==> config.mk <==
export PLATFORM = sky130hd
export DESIGN_NAME = pad_velocity_note_gate_flat
export DESIGN_NICKNAME = d
export VERILOG_FILES = /design/src/rtl/pvng_pkg.sv /design/src/rtl/pvng_if.sv /design/src/rtl/pad_velocity_note_gate.sv /design/src/rtl/pvng_cfg_regs.sv /design/src/rtl/pvng_pad_file.sv /design/src/rtl/pvng_gate_step.sv /design/src/rtl/pvng_event_fmt.sv /design/src/flat_wrapper.sv
export SDC_FILE = /design/constraint.sdc
export NUM_CORES = 2
export LEC_CHECK = 0
export BUFFER_PORTS_ARGS = -buffer_cell sky130_fd_sc_hd__buf_2
export CAP_MARGIN = 5
export CORE_MARGIN = 5
export CORE_UTILIZATION = 58
export CTS_BUF_LIST = sky130_fd_sc_hd__clkbuf_16
export DETAILED_ROUTE_END_ITERATION = 16
export PLACE_DENSITY = 0.77
export SYNTH_ARGS = -nofsm -noshare
export SYNTH_HDL_FRONTEND = slang
export SYNTH_SLANG_ARGS = --single-unit
==> constraint.sdc <==
create_clock -name clk -period 16.8 [get_ports clk]
set_input_delay 0.84 -clock clk [delete_from_list [all_inputs] [get_ports clk]]
set_output_delay 0.84 -clock clk [all_outputs]
set_load 0.02 [all_outputs]
==> src/rtl/pvng_pkg.sv <==
// pvng_pkg: shared types, register indexes and the velocity curve function
// for the pad velocity note gate; no dependencies

package pvng_pkg;

    localparam int PAD_W      = 4;
    localparam int PRESSURE_W = 12;
    localparam int TIME_W     = 16;
    localparam int LEVEL_W    = 16;
    localparam int MIDI_W     = 7;
    localparam int DELAY_W    = 8;
    localparam int CFG_IDX_W  = 3;
    localparam int CFG_DATA_W = 16;

    localparam logic [CFG_IDX_W-1:0] REG_THRESHOLD_ON     = 3'd0;
    localparam logic [CFG_IDX_W-1:0] REG_THRESHOLD_OFF    = 3'd1;
    localparam logic [CFG_IDX_W-1:0] REG_SMOOTHING_WEIGHT = 3'd2;
    localparam logic [CFG_IDX_W-1:0] REG_ON_DELAY_MS      = 3'd3;
    localparam logic [CFG_IDX_W-1:0] REG_OFF_DELAY_MS     = 3'd4;
    localparam logic [CFG_IDX_W-1:0] REG_BASE_NOTE        = 3'd5;

    localparam logic [LEVEL_W-1:0] THRESHOLD_ON_RST     = 16'd2621;
    localparam logic [LEVEL_W-1:0] THRESHOLD_OFF_RST    = 16'd655;
    localparam logic [LEVEL_W-1:0] SMOOTHING_WEIGHT_RST = 16'd52429;
    localparam logic [DELAY_W-1:0] ON_DELAY_RST         = 8'd5;
    localparam logic [DELAY_W-1:0] OFF_DELAY_RST        = 8'd10;
    localparam logic [MIDI_W-1:0]  BASE_NOTE_RST        = 7'd36;

    typedef enum logic [3:0] {
        GATE_OFF     = 4'b0001,
        GATE_RISING  = 4'b0010,
        GATE_ON      = 4'b0100,
        GATE_FALLING = 4'b1000
    } gate_t;

    typedef enum logic [1:0] {
        EV_NOTE_ON    = 2'd0,
        EV_NOTE_OFF   = 2'd1,
        EV_AFTERTOUCH = 2'd2
    } kind_t;

    typedef struct packed {
        logic [LEVEL_W-1:0] threshold_on;
        logic [LEVEL_W-1:0] threshold_off;
        logic [LEVEL_W-1:0] smoothing_weight;
        logic [DELAY_W-1:0] on_delay_ms;
        logic [DELAY_W-1:0] off_delay_ms;
        logic [MIDI_W-1:0]  base_note;
    } cfg_t;

    typedef struct packed {
        logic [LEVEL_W-1:0] level;
        gate_t              gate_next;
        logic               time_write;
        logic               has_result;
        kind_t              kind;
    } step_t;

    // largest v in 0..127 with v^5 * 2^(3b) <= 127^5 * i^3, used at elaboration only
    function automatic logic [MIDI_W-1:0] curve_entry(input int unsigned i,
                                                      input int unsigned b);
        logic [127:0] lhs;
        logic [127:0] rhs;
        logic [127:0] v5;
        logic [MIDI_W-1:0] best;
        best = '0;
        rhs  = 128'd33038369407 * 128'(i) * 128'(i) * 128'(i);
        for (int v = 1; v < 128; v++) begin
            v5  = 128'(v) * 128'(v) * 128'(v) * 128'(v) * 128'(v);
            lhs = v5 << (3 * b);
            if (lhs <= rhs) begin
                best = MIDI_W'(v);
            end
        end
        return best;
    endfunction

endpackage

==> src/rtl/pvng_if.sv <==
// pvng channel interfaces: sample input, result output and register write
// depends on pvng_pkg for field widths

interface pvng_sample_if import pvng_pkg::*; ();
    logic                  valid;
    logic                  ready;
    logic [PAD_W-1:0]      pad_number;
    logic [PRESSURE_W-1:0] pressure;
    logic [TIME_W-1:0]     time_ms;

    modport source (output valid, pad_number, pressure, time_ms, input ready);
    modport sink   (input valid, pad_number, pressure, time_ms, output ready);
endinterface

interface pvng_result_if import pvng_pkg::*; ();
    logic              valid;
    logic              ready;
    logic [1:0]        event_kind;
    logic [PAD_W-1:0]  pad_out;
    logic [MIDI_W-1:0] note_number;
    logic [MIDI_W-1:0] velocity;
    logic [MIDI_W-1:0] led_level;

    modport source (output valid, event_kind, pad_out, note_number, velocity, led_level,
                    input ready);
    modport sink   (input valid, event_kind, pad_out, note_number, velocity, led_level,
                    output ready);
endinterface

interface pvng_cfg_if import pvng_pkg::*; ();
    logic                  valid;
    logic                  ready;
    logic [CFG_IDX_W-1:0]  index;
    logic [CFG_DATA_W-1:0] data;

    modport source (output valid, index, data, input ready);
    modport sink   (input valid, index, data, output ready);
endinterface

==> src/rtl/pad_velocity_note_gate.sv <==
// pad_velocity_note_gate: pressure pads to note on, note off and aftertouch
// a sample is held in the input register, its result in the output register;
// one sample per cycle while the output is not stalled, with pad state read, updated
// and written back in the same cycle; no-result samples drop after the input register
// reset (rst_n, async low): all pads off at level zero, registers at defaults
// depends on pvng_pkg, pvng_if and the pvng_* submodules

module pad_velocity_note_gate import pvng_pkg::*; #(
    parameter int PAD_COUNT        = 16,
    parameter int TIME_BITS        = 16,
    parameter int CURVE_TABLE_BITS = 8
) (
    input  logic          clk,
    input  logic          rst_n,
    pvng_sample_if.sink   sample,
    pvng_result_if.source result,
    pvng_cfg_if.sink      cfg
);

    localparam int IDX_W = $clog2(PAD_COUNT);

    cfg_t                  regs;

    logic                  in_valid_reg;
    logic [PAD_W-1:0]      in_pad_reg;
    logic [PRESSURE_W-1:0] in_pressure_reg;
    logic [TIME_BITS-1:0]  in_time_reg;

    logic                  out_valid_reg;
    logic                  out_valid_next;
    kind_t                 out_kind_reg;
    logic [PAD_W-1:0]      out_pad_reg;
    logic [MIDI_W-1:0]     out_note_reg;
    logic [MIDI_W-1:0]     out_vel_reg;
    logic [MIDI_W-1:0]     out_led_reg;

    logic                  out_free;
    logic                  advance;
    logic                  pad_ok;
    logic [IDX_W-1:0]      idx;
    logic [LEVEL_W-1:0]    level_old;
    gate_t                 gate_old;
    logic [TIME_BITS-1:0]  time_old;
    step_t                 step;
    logic                  emit;
    logic [MIDI_W-1:0]     note_number;
    logic [MIDI_W-1:0]     velocity;
    logic [MIDI_W-1:0]     led_level;

    pvng_cfg_regs u_cfg (
        .clk  (clk),
        .rst_n(rst_n),
        .cfg  (cfg),
        .regs (regs)
    );

    assign out_free     = !out_valid_reg || result.ready;
    assign advance      = in_valid_reg && out_free;
    assign sample.ready = !in_valid_reg || out_free;

    assign pad_ok = {{(32-PAD_W){1'b0}}, in_pad_reg} < 32'(PAD_COUNT);
    assign idx    = IDX_W'(in_pad_reg);

    pvng_pad_file #(
        .PAD_COUNT(PAD_COUNT),
        .TIME_BITS(TIME_BITS)
    ) u_pads (
        .clk       (clk),
        .rst_n     (rst_n),
        .idx       (idx),
        .rd_level  (level_old),
        .rd_gate   (gate_old),
        .rd_time   (time_old),
        .wr_en     (advance && pad_ok),
        .wr_level  (step.level),
        .wr_gate   (step.gate_next),
        .wr_time_en(step.time_write),
        .wr_time   (in_time_reg)
    );

    pvng_gate_step #(
        .TIME_BITS(TIME_BITS)
    ) u_gate (
        .regs     (regs),
        .pressure (in_pressure_reg),
        .now      (in_time_reg),
        .level_old(level_old),
        .gate_old (gate_old),
        .time_old (time_old),
        .step     (step)
    );

    pvng_event_fmt #(
        .CURVE_TABLE_BITS(CURVE_TABLE_BITS)
    ) u_fmt (
        .base_note  (regs.base_note),
        .pad        (in_pad_reg),
        .level      (step.level),
        .kind       (step.kind),
        .note_number(note_number),
        .velocity   (velocity),
        .led_level  (led_level)
    );

    assign emit           = advance && pad_ok && step.has_result;
    assign out_valid_next = out_free ? emit : out_valid_reg;

    always_ff @(posedge clk or negedge rst_n)
    begin
        if (!rst_n)
        begin
            in_valid_reg  <= 1'b0;
            out_valid_reg <= 1'b0;
        end
        else
        begin
            if (sample.ready)
            begin
                in_valid_reg <= sample.valid;
            end
            out_valid_reg <= out_valid_next;
        end
    end

    always_ff @(posedge clk)
    begin
        if (sample.valid && sample.ready)
        begin
            in_pad_reg      <= sample.pad_number;
            in_pressure_reg <= sample.pressure;
            in_time_reg     <= TIME_BITS'(sample.time_ms);
        end
        if (emit)
        begin
            out_kind_reg <= step.kind;
            out_pad_reg  <= in_pad_reg;
            out_note_reg <= note_number;
            out_vel_reg  <= velocity;
            out_led_reg  <= led_level;
        end
    end

    assign result.valid       = out_valid_reg;
    assign result.event_kind  = out_kind_reg;
    assign result.pad_out     = out_pad_reg;
    assign result.note_number = out_note_reg;
    assign result.velocity    = out_vel_reg;
    assign result.led_level   = out_led_reg;

endmodule

==> src/rtl/pvng_cfg_regs.sv <==
// pvng_cfg_regs: configuration register bank written through the cfg channel
// depends on pvng_pkg and pvng_cfg_if

module pvng_cfg_regs import pvng_pkg::*; (
    input  logic       clk,
    input  logic       rst_n,
    pvng_cfg_if.sink   cfg,
    output cfg_t       regs
);

    cfg_t regs_reg;
    cfg_t regs_next;

    assign cfg.ready = 1'b1;
    assign regs      = regs_reg;

    always_comb
    begin
        regs_next = regs_reg;
        if (cfg.valid)
        begin
            unique case (cfg.index)
                REG_THRESHOLD_ON:     regs_next.threshold_on     = cfg.data;
                REG_THRESHOLD_OFF:    regs_next.threshold_off    = cfg.data;
                REG_SMOOTHING_WEIGHT: regs_next.smoothing_weight = cfg.data;
                REG_ON_DELAY_MS:      regs_next.on_delay_ms      = cfg.data[DELAY_W-1:0];
                REG_OFF_DELAY_MS:     regs_next.off_delay_ms     = cfg.data[DELAY_W-1:0];
                REG_BASE_NOTE:        regs_next.base_note        = cfg.data[MIDI_W-1:0];
                default:              ;
            endcase
        end
    end

    always_ff @(posedge clk or negedge rst_n)
    begin
        if (!rst_n)
        begin
            regs_reg.threshold_on     <= THRESHOLD_ON_RST;
            regs_reg.threshold_off    <= THRESHOLD_OFF_RST;
            regs_reg.smoothing_weight <= SMOOTHING_WEIGHT_RST;
            regs_reg.on_delay_ms      <= ON_DELAY_RST;
            regs_reg.off_delay_ms     <= OFF_DELAY_RST;
            regs_reg.base_note        <= BASE_NOTE_RST;
        end
        else
        begin
            regs_reg <= regs_next;
        end
    end

endmodule

==> src/rtl/pvng_pad_file.sv <==
// pvng_pad_file: per-pad state (smoothed level, gate state, change time)
// depends on pvng_pkg

module pvng_pad_file import pvng_pkg::*; #(
    parameter int PAD_COUNT = 16,
    parameter int TIME_BITS = 16,
    localparam int IDX_W    = $clog2(PAD_COUNT)
) (
    input  logic                 clk,
    input  logic                 rst_n,
    input  logic [IDX_W-1:0]     idx,
    output logic [LEVEL_W-1:0]   rd_level,
    output gate_t                rd_gate,
    output logic [TIME_BITS-1:0] rd_time,
    input  logic                 wr_en,
    input  logic [LEVEL_W-1:0]   wr_level,
    input  gate_t                wr_gate,
    input  logic                 wr_time_en,
    input  logic [TIME_BITS-1:0] wr_time
);

    logic [LEVEL_W-1:0]   level_reg [PAD_COUNT];
    gate_t                gate_reg  [PAD_COUNT];
    logic [TIME_BITS-1:0] time_reg  [PAD_COUNT];

    assign rd_level = level_reg[idx];
    assign rd_gate  = gate_reg[idx];
    assign rd_time  = time_reg[idx];

    always_ff @(posedge clk or negedge rst_n)
    begin
        if (!rst_n)
        begin
            for (int p = 0; p < PAD_COUNT; p++)
            begin
                level_reg[p] <= '0;
                gate_reg[p]  <= GATE_OFF;
            end
        end
        else if (wr_en)
        begin
            level_reg[idx] <= wr_level;
            gate_reg[idx]  <= wr_gate;
        end
    end

    // change time is only read after the gate has written it
    always_ff @(posedge clk)
    begin
        if (wr_en && wr_time_en)
        begin
            time_reg[idx] <= wr_time;
        end
    end

endmodule

==> src/rtl/pvng_gate_step.sv <==
// pvng_gate_step: exponential smoothing and the four-state hysteresis gate
// depends on pvng_pkg

module pvng_gate_step import pvng_pkg::*; #(
    parameter int TIME_BITS = 16
) (
    input  cfg_t                  regs,
    input  logic [PRESSURE_W-1:0] pressure,
    input  logic [TIME_BITS-1:0]  now,
    input  logic [LEVEL_W-1:0]    level_old,
    input  gate_t                 gate_old,
    input  logic [TIME_BITS-1:0]  time_old,
    output step_t                 step
);

    logic [LEVEL_W-1:0]   x;
    logic signed [17:0]   diff;
    logic [16:0]          keep_new;
    logic signed [17:0]   coef;
    logic signed [35:0]   prod;
    logic signed [35:0]   rounded;
    logic signed [19:0]   level_sum;
    logic [LEVEL_W-1:0]   level;
    logic [TIME_BITS-1:0] elapsed;
    logic                 on_held;
    logic                 off_held;

    // L' = L + round((65536 - w) * (x - L) / 65536), same as the weighted sum
    assign x         = {pressure, 4'b0000};
    assign diff      = $signed({2'b00, x}) - $signed({2'b00, level_old});
    assign keep_new  = 17'h10000 - {1'b0, regs.smoothing_weight};
    assign coef      = $signed({1'b0, keep_new});
    assign prod      = diff * coef;
    assign rounded   = prod + 36'sd32768;
    assign level_sum = $signed({4'b0000, level_old}) + rounded[35:16];
    assign level     = level_sum[LEVEL_W-1:0];

    assign elapsed  = now - time_old;
    assign on_held  = elapsed >= TIME_BITS'(regs.on_delay_ms);
    assign off_held = elapsed >= TIME_BITS'(regs.off_delay_ms);

    always_comb
    begin
        step.level      = level;
        step.gate_next  = gate_old;
        step.time_write = 1'b0;
        step.has_result = 1'b0;
        step.kind       = EV_AFTERTOUCH;
        // release test first so crossed thresholds resolve to release
        priority if (level < regs.threshold_off)
        begin
            unique case (gate_old)
                GATE_RISING: step.gate_next = GATE_OFF;
                GATE_ON:
                begin
                    step.gate_next  = GATE_FALLING;
                    step.time_write = 1'b1;
                    step.has_result = 1'b1;
                end
                GATE_FALLING:
                begin
                    step.has_result = 1'b1;
                    if (off_held)
                    begin
                        step.gate_next = GATE_OFF;
                        step.kind      = EV_NOTE_OFF;
                    end
                end
                default: ;
            endcase
        end
        else if (level > regs.threshold_on)
        begin
            unique case (gate_old)
                GATE_OFF:
                begin
                    step.gate_next  = GATE_RISING;
                    step.time_write = 1'b1;
                end
                GATE_RISING:
                begin
                    if (on_held)
                    begin
                        step.gate_next  = GATE_ON;
                        step.has_result = 1'b1;
                        step.kind       = EV_NOTE_ON;
                    end
                end
                GATE_ON, GATE_FALLING:
                begin
                    step.gate_next  = GATE_ON;
                    step.has_result = 1'b1;
                end
                default: ;
            endcase
        end
        else
        begin
        end
    end

endmodule

==> src/rtl/pvng_event_fmt.sv <==
// pvng_event_fmt: grid note number and velocity curve lookup for one result
// depends on pvng_pkg (curve_entry builds the table at elaboration)

module pvng_event_fmt import pvng_pkg::*; #(
    parameter int CURVE_TABLE_BITS = 8,
    localparam int CURVE_SIZE      = 1 << CURVE_TABLE_BITS
) (
    input  logic [MIDI_W-1:0]  base_note,
    input  logic [PAD_W-1:0]   pad,
    input  logic [LEVEL_W-1:0] level,
    input  kind_t              kind,
    output logic [MIDI_W-1:0]  note_number,
    output logic [MIDI_W-1:0]  velocity,
    output logic [MIDI_W-1:0]  led_level
);

    logic [MIDI_W-1:0] curve_rom [CURVE_SIZE];
    logic [1:0]        row_up;

    for (genvar g = 0; g < CURVE_SIZE; g++)
    begin : g_curve
        assign curve_rom[g] = curve_entry(g, CURVE_TABLE_BITS);
    end

    // rows count from the top, notes rise from the bottom row
    assign row_up      = 2'd3 - pad[3:2];
    assign note_number = base_note + {3'b000, row_up, 2'b00} + {5'b00000, pad[1:0]};
    assign velocity    = curve_rom[level[LEVEL_W-1 -: CURVE_TABLE_BITS]];
    assign led_level   = (kind == EV_NOTE_OFF) ? '0 : velocity;

endmodule
==> src/flat_wrapper.sv <==
// flat-port wrapper written by rule: the top's interface ports become plain ports
module pad_velocity_note_gate_flat import pvng_pkg::*;
#(
    parameter int PAD_COUNT        = 16,
    parameter int TIME_BITS        = 16,
    parameter int CURVE_TABLE_BITS = 8
)
  (clk, rst_n, sample_valid, sample_pad_number, sample_pressure, sample_time_ms, sample_ready, result_valid, result_event_kind, result_pad_out, result_note_number, result_velocity, result_led_level, result_ready, cfg_valid, cfg_index, cfg_data, cfg_ready);
  pvng_sample_if sample_i ();
  pvng_result_if result_i ();
  pvng_cfg_if cfg_i ();
  input  logic clk;
  input  logic rst_n;
  input wire logic [$bits(sample_i.valid)-1:0] sample_valid;
  input wire logic [$bits(sample_i.pad_number)-1:0] sample_pad_number;
  input wire logic [$bits(sample_i.pressure)-1:0] sample_pressure;
  input wire logic [$bits(sample_i.time_ms)-1:0] sample_time_ms;
  output wire logic [$bits(sample_i.ready)-1:0] sample_ready;
  output wire logic [$bits(result_i.valid)-1:0] result_valid;
  output wire logic [$bits(result_i.event_kind)-1:0] result_event_kind;
  output wire logic [$bits(result_i.pad_out)-1:0] result_pad_out;
  output wire logic [$bits(result_i.note_number)-1:0] result_note_number;
  output wire logic [$bits(result_i.velocity)-1:0] result_velocity;
  output wire logic [$bits(result_i.led_level)-1:0] result_led_level;
  input wire logic [$bits(result_i.ready)-1:0] result_ready;
  input wire logic [$bits(cfg_i.valid)-1:0] cfg_valid;
  input wire logic [$bits(cfg_i.index)-1:0] cfg_index;
  input wire logic [$bits(cfg_i.data)-1:0] cfg_data;
  output wire logic [$bits(cfg_i.ready)-1:0] cfg_ready;
  assign sample_i.valid = sample_valid;
  assign sample_i.pad_number = sample_pad_number;
  assign sample_i.pressure = sample_pressure;
  assign sample_i.time_ms = sample_time_ms;
  assign sample_ready = sample_i.ready;
  assign result_valid = result_i.valid;
  assign result_event_kind = result_i.event_kind;
  assign result_pad_out = result_i.pad_out;
  assign result_note_number = result_i.note_number;
  assign result_velocity = result_i.velocity;
  assign result_led_level = result_i.led_level;
  assign result_i.ready = result_ready;
  assign cfg_i.valid = cfg_valid;
  assign cfg_i.index = cfg_index;
  assign cfg_i.data = cfg_data;
  assign cfg_ready = cfg_i.ready;
  pad_velocity_note_gate #(.PAD_COUNT(PAD_COUNT), .TIME_BITS(TIME_BITS), .CURVE_TABLE_BITS(CURVE_TABLE_BITS)) u_core (.clk(clk), .rst_n(rst_n), .sample(sample_i), .result(result_i), .cfg(cfg_i));
endmodule
# Word-level counts from Yosys, hierarchy flattened
# Memory sizes are Yosys's and may differ from the RTL's. A register that Yosys moved wholly into a read port is not among the register bits.
# Cells that the tools add are included.
[totals] romBits=1792 ff_bits=452 mem_bits_rw=256 input_bits=56 wordCells=126 memories=2 out_inout_bits=30
[op_classes] n_reduce_logical=17 n_eq_ne=10 multipliers=1 bitwise_logic=2 n_lt_le_gt_ge=7 addsub=8 muxes=31
[memory_table] name="(no name shown)" depth=256 word_bits=7 read_ports=1 rd_clocked_by_memory_dff=0 write_ports=0 line_no="pvng_event_fmt.sv:28" rtl="assign velocity = curve_rom[level[LEVEL_W-1 -: CURVE_TABLE_BITS]];"
[memory_table] name="u_core.u_pads.time_reg" depth=16 word_bits=16 read_ports=1 rd_clocked_by_memory_dff=1 write_ports=1 line_no="pvng_pad_file.sv:24" rtl="logic [TIME_BITS-1:0] time_reg [PAD_COUNT];"
[op_table] cell="$bwmux W256" count=1
[op_table] cell="$bmux W16 S4" count=1
[op_table] cell="$bwmux W64" count=1
[op_table] cell="$demux W16 S4" count=1
[op_table] cell="$mux W16" count=3
[op_table] cell="$add A32 B17 Y32 const B" count=1
[op_table] cell="$ge A16 B8 Y1" count=2
[op_table] cell="$mul A17 B18 Y32" count=1
[op_table] cell="$mux W4" count=6
[op_table] cell="$pmux W4 S3" count=2
[op_table] cell="$sub A16 B16 Y17" count=1
[op_table] cell="$sub A17 B16 Y17 const A" count=1
[op_table] cell="$add A16 B16 Y16" count=1
[op_table] cell="$bmux W4 S4" count=1
[op_table] cell="$demux W4 S4" count=1
[op_table] cell="$gt A16 B16 Y1" count=1
[op_table] cell="$lt A16 B16 Y1" count=1
[op_table] cell="$mux W8" count=2
[op_table] cell="$sub A16 B16 Y16" count=1
[op_table] cell="$mux W7" count=2
[op_table] cell="$reduce_and A2 Y1" count=6
[op_table] cell="$ge A9 B9 Y1 const B" count=1
[op_table] cell="$not A8 Y9" count=1
[op_table] cell="$add A7 B2 Y7" count=1
[op_table] cell="other kinds (22)" count=36

# Longest topological paths before layout
[logic_depth] word_depth=14 mapped_depth=68 depth_no_buf=58

# By module
# From an unflattened synthesis, not the netlist that was laid out.
[hier_totals] hier_cells=3357 area_unflattened_um2=43182.7
[by_module_without_submodules] mod="pvng_pad_file" n_inst=1 cells_each=1299 area_per_inst_um2=24165.7 seq_area_each_um2=15715.1
[by_module_without_submodules] mod="pvng_gate_step" n_inst=1 cells_each=1581 area_per_inst_um2=12690.9 seq_area_each_um2=0.0
[by_module_without_submodules] mod="pvng_cfg_regs" n_inst=1 cells_each=157 area_per_inst_um2=2771.4 seq_area_each_um2=1811.7
[by_module_without_submodules] mod="pad_velocity_note_gate" n_inst=1 cells_each=69 area_per_inst_um2=1883.1 seq_area_each_um2=1821.7
[by_module_without_submodules] mod="pvng_event_fmt" n_inst=1 cells_each=251 area_per_inst_um2=1671.6 seq_area_each_um2=0.0

# Worst setup path before layout
# No wires, ideal clock.
[synth_path] path_kind="register -> register" start="reg u_core.in_pad_reg[0] (netlist: u_core.idx[0])" end="reg u_core.out_kind_reg[0] (netlist: u_core.result.event_kind[0]), enable pin" period_less_slack_ps=16415 path_buffers=10 required_ps=16355 arrival_time_ps=15970 stages_incl_launch_ff=61 setup_time_ps=445 path_slack_ps=385 cell_sequence="edfxtp_1 > buf_4 > buf_6 > buf_6 > buf_6 > buf_6 > buf_1 > buf_1 > mux4_2 > mux4_2 > inv_1 > ha_1 > a21o_1 > a21oi_1 > a31oi_1 > o41ai_2 > nor2_1 > o21a_1 > [... 25 more ...] > a211oi_1 > o21bai_1 > a21oi_1 > o311ai_0 > a21o_1 > a21oi_1 > xnor2_1 > xnor2_1 > xor3_2 > buf_6 > inv_1 > ha_1 > nand4_1 > a2111oi_0 > a2111oi_0 > nor2_1 > a21oi_1 > nor3_1"
[synth_lines] item="from (decl)" line_no="pad_velocity_note_gate.sv:25" rtl="logic [PAD_W-1:0] in_pad_reg;"
[synth_lines] item="from (signal assigned)" line_no="pad_velocity_note_gate.sv:129" rtl="in_pad_reg <= sample.pad_number;"
[synth_lines] item="to (signal assigned)" line_no="pad_velocity_note_gate.sv:135" rtl="out_kind_reg <= step.kind;"
[synth_lines] item="to (decl)" line_no="pad_velocity_note_gate.sv:31" rtl="kind_t out_kind_reg;"

==> impl_metrics.tcl <==
set metrics [dict create \
    pre_cts_ws_ns 0.534 \
    htreeDepth 3 \
    clk_pin_slew_ns 0.06 \
    critPathLaunchType "register" \
    drt-initial-drc-count 3682 \
    grt.total_usage_pct 29.0 \
    synth_nets 4289 \
    async_flop_share_pct 55.2 \
    slew_violations 0 \
    antenna_left 0 \
    syn_avg_cell_area_um2 11.4 \
    overflow 0 \
    dr_wl_met2_mm 54.0 \
    path_class "reg2reg" \
    worst-r2r-setup-slack_ns 0.97 \
    clock-sinks 712 \
    reg2reg_depth 53 \
    fp.dieH_um 283 \
    endpoint_kind "register" \
    rsz0062_at_grt "no" \
    row_count 100 \
    cp.required_ns 17.09 \
    synth_edf_count 315 \
    slowest_stage "a211o_2" \
    r2r_end "u_core.u_pads.time_reg[3][3]$_DFFE_PP_" \
    cts_tree "yes" \
    gp_congestion 0.952 \
    worstHoldPathType "in2async" \
    max_clock_freq_ghz 0.0632 \
    synth_cells 3793 \
    final_cells 4878 \
    wl_met3_mm 12.7 \
    cts_buffers 76 \
    drc 0 \
    top_layer "met5" \
    io_pins 86 \
    drive_gt1_share_pct 16.9 \
    antenna_found_initial 4 \
    nets 4342 \
    grt_pass1_wl_mm 178 \
    wl_per_cell_um 23.8 \
    area_delta_synth_final_pct 10.6 \
    hpwl_mm 78.6 \
    diodes 0 \
    slowest_delay_ns 0.64 \
    synth_warnings 0 \
    setup_slack_ns 0.974 \
    grt_pass1_vias 30700 \
    vias 30500 \
    timing.slew.headroom_pct 17.6 \
    maxCapViolCount 0 \
    synth-seq-cells 712 \
    ys_types 96 \
    wirelength_met1_mm 44.9 \
    drt-total-wl_mm 116 \
    setup_viol 0 \
    dpl.cell_count 4727 \
    cts_root_buffer "clkbuf_16" \
    grt_max_degree 100 \
    worstPathArrival_ns 16.11 \
    fin_crit_sh_pct 94.2 \
    coreArea_um2 74100 \
    period_needed_ns 15.83 \
    seq_area_frac_synth_pct 45.0 \
    fin_setup_tns_ns 0 \
    tightest_slew_ns 1.22 \
    status "completed" \
    yosys_most_used_dff "dfrtp_1" \
    finalHoldViolations 0 \
    fin_skew_ns 0.0782 \
    netlist_area_um2 43100 \
    start_util_pct 58.2 \
    die_x_um 283 \
    viasPerCell 6.25 \
    crit_top_cell "fa_1" \
    rr_startpoint "u_core.idx[0]$_DFFE_PP_" \
    die-area_um2 79900 \
    drtPass1Iterations 6 \
    clk_path_buf_depth 3 \
    port_buffers 84 \
    critPathMaxFanout 52 \
    clk-insertion-delay-late_ns 0.66 \
]
==> worst max-delay path, delay by kind of cell (launching register included) <==
kind	cells	cell delay (ns)
flops	1	0.37
fa+ha+maj	10	4.26
mux	1	0.25
buf+inv	6	1.30
xor+xnor	5	1.32
compound gates	21	5.40
simple gates	10	2.46
==> cell usage after synthesis, types with 20 or more instances <==
cell type	count	area, um^2
fa_1	227	4540
mux4_2	163	3670
dfstp_2	44	1160
nand3_1	33	165
inv_1	407	1530
a21oi_1	65	325
buf_1	20	75.1
xor2_1	30	263
mux2i_1	28	280
mux2_2	89	1000
ha_1	213	2670
and2_1	63	394
xnor2_1	54	473
clkbuf_1	166	623
dfrtp_1	349	8730
o21ai_0	370	1850
nand2_1	584	2190
nor2_1	155	582
a21o_1	47	353
edfxtp_1	315	9460
nand2b_1	25	156
nor3_1	42	210
==> repair_timing <==
action,CTS,global route
buffers inserted,0,8
setup endpoints to repair,0,256
hold buffers,0,0
gates resized for setup,0,16
==> cell usage in the layout, fill, tap and decap left out, types with 12 or more instances in the layout <==
cell type,count
dfrtp_1,349
mux2_2,89
xor2_1,29
nor3_1,41
and3_1,13
clkbuf_16,77
bufinv_16,12
edfxtp_1,315
nand2_1,584
xnor2_1,50
buf_4,92
o21a_1,17
nand2b_1,25
and2_1,63
o21ai_1,12
mux4_2,163
fa_1,227
ha_1,213
a21oi_1,65
nand3_1,31
nor2_1,139
o21ai_0,369
buf_2,83
a21o_1,47
o211ai_1,14
mux2i_1,28
a211oi_1,17
inv_1,417
nor2_4,13
clkinv_1,14
nor2b_1,19
clkinv_2,14
dfstp_2,44
==> layer usage <==
layer  GRT usage [%]  up-vias
li1                -    13200
met1            40.3    15200
met2            45.6     1793
met3            6.84      299
met4            10.2        6
met5               0        -
==> kinds of logic (layout without fill, tap and decap cells) <==
| family | Yosys count | after routing | synth area share (%) |
|---|---|---|---|
| buffers and inverters | 620 | 736 | 5.55 |
| DFF | 712 | 712 | 45.0 |
| other | 1 | 1 | 0.00869 |
| muxes | 281 | 281 | 11.5 |
| and+or+nand+nor | 1003 | 1003 | 10.3 |
| AOI/OAI and AO/OA | 650 | 650 | 9.07 |
| adders and majority gates | 440 | 440 | 16.7 |
| xor gates and xnor gates | 86 | 86 | 1.80 |
==> worst max-delay path by stage <==
stage	from	endpoint	depth (start not counted)
final	u_core.idx[0]$_DFFE_PP_	u_core.u_pads.time_reg[3][3]$_DFFE_PP_	53
after global routing	u_core.idx[0]$_DFFE_PP_	u_core.u_pads.time_reg[2][11]$_DFFE_PP_	53
after CTS	u_core.idx[0]$_DFFE_PP_	u_core.u_pads.time_reg[7][14]$_DFFE_PP_	54
after detailed placement	u_core.idx[0]$_DFFE_PP_	u_core.u_pads.time_reg[7][2]$_DFFE_PP_	54
after global placement	u_core.idx[0]$_DFFE_PP_	u_core.u_pads.time_reg[11][6]$_DFFE_PP_	54
after floorplan	u_core.idx[0]$_DFFE_PP_	u_core.result.event_kind[0]$_DFFE_PP_	60
==> cell type report <==
type,instances,area [um^2]
Tap cell,969,1210
Clock inverter,64,793
Clock buffer,77,1930
Inverter,412,1550
Sequential cell,712,19400
Timing Repair Buffer,183,1260
Fill cell,5302,26400
Multi-Input combinational cell,2461,21500
==> through the flow <==
step	cell area (um^2)	utilization (%)	hold slack, ns
global route	47700	64.4	0.318
floorplan	43100	-	0.440
CTS	47500	64.1	0.275
global placement	44800	60.5	0.449
detailed placement	44800	60.5	0.454
finish	47700	64.4	0.272
Power is left out: the tool's default activity adds up to more than one toggle a clock period on the data nets, which glitch-free logic cannot reach.
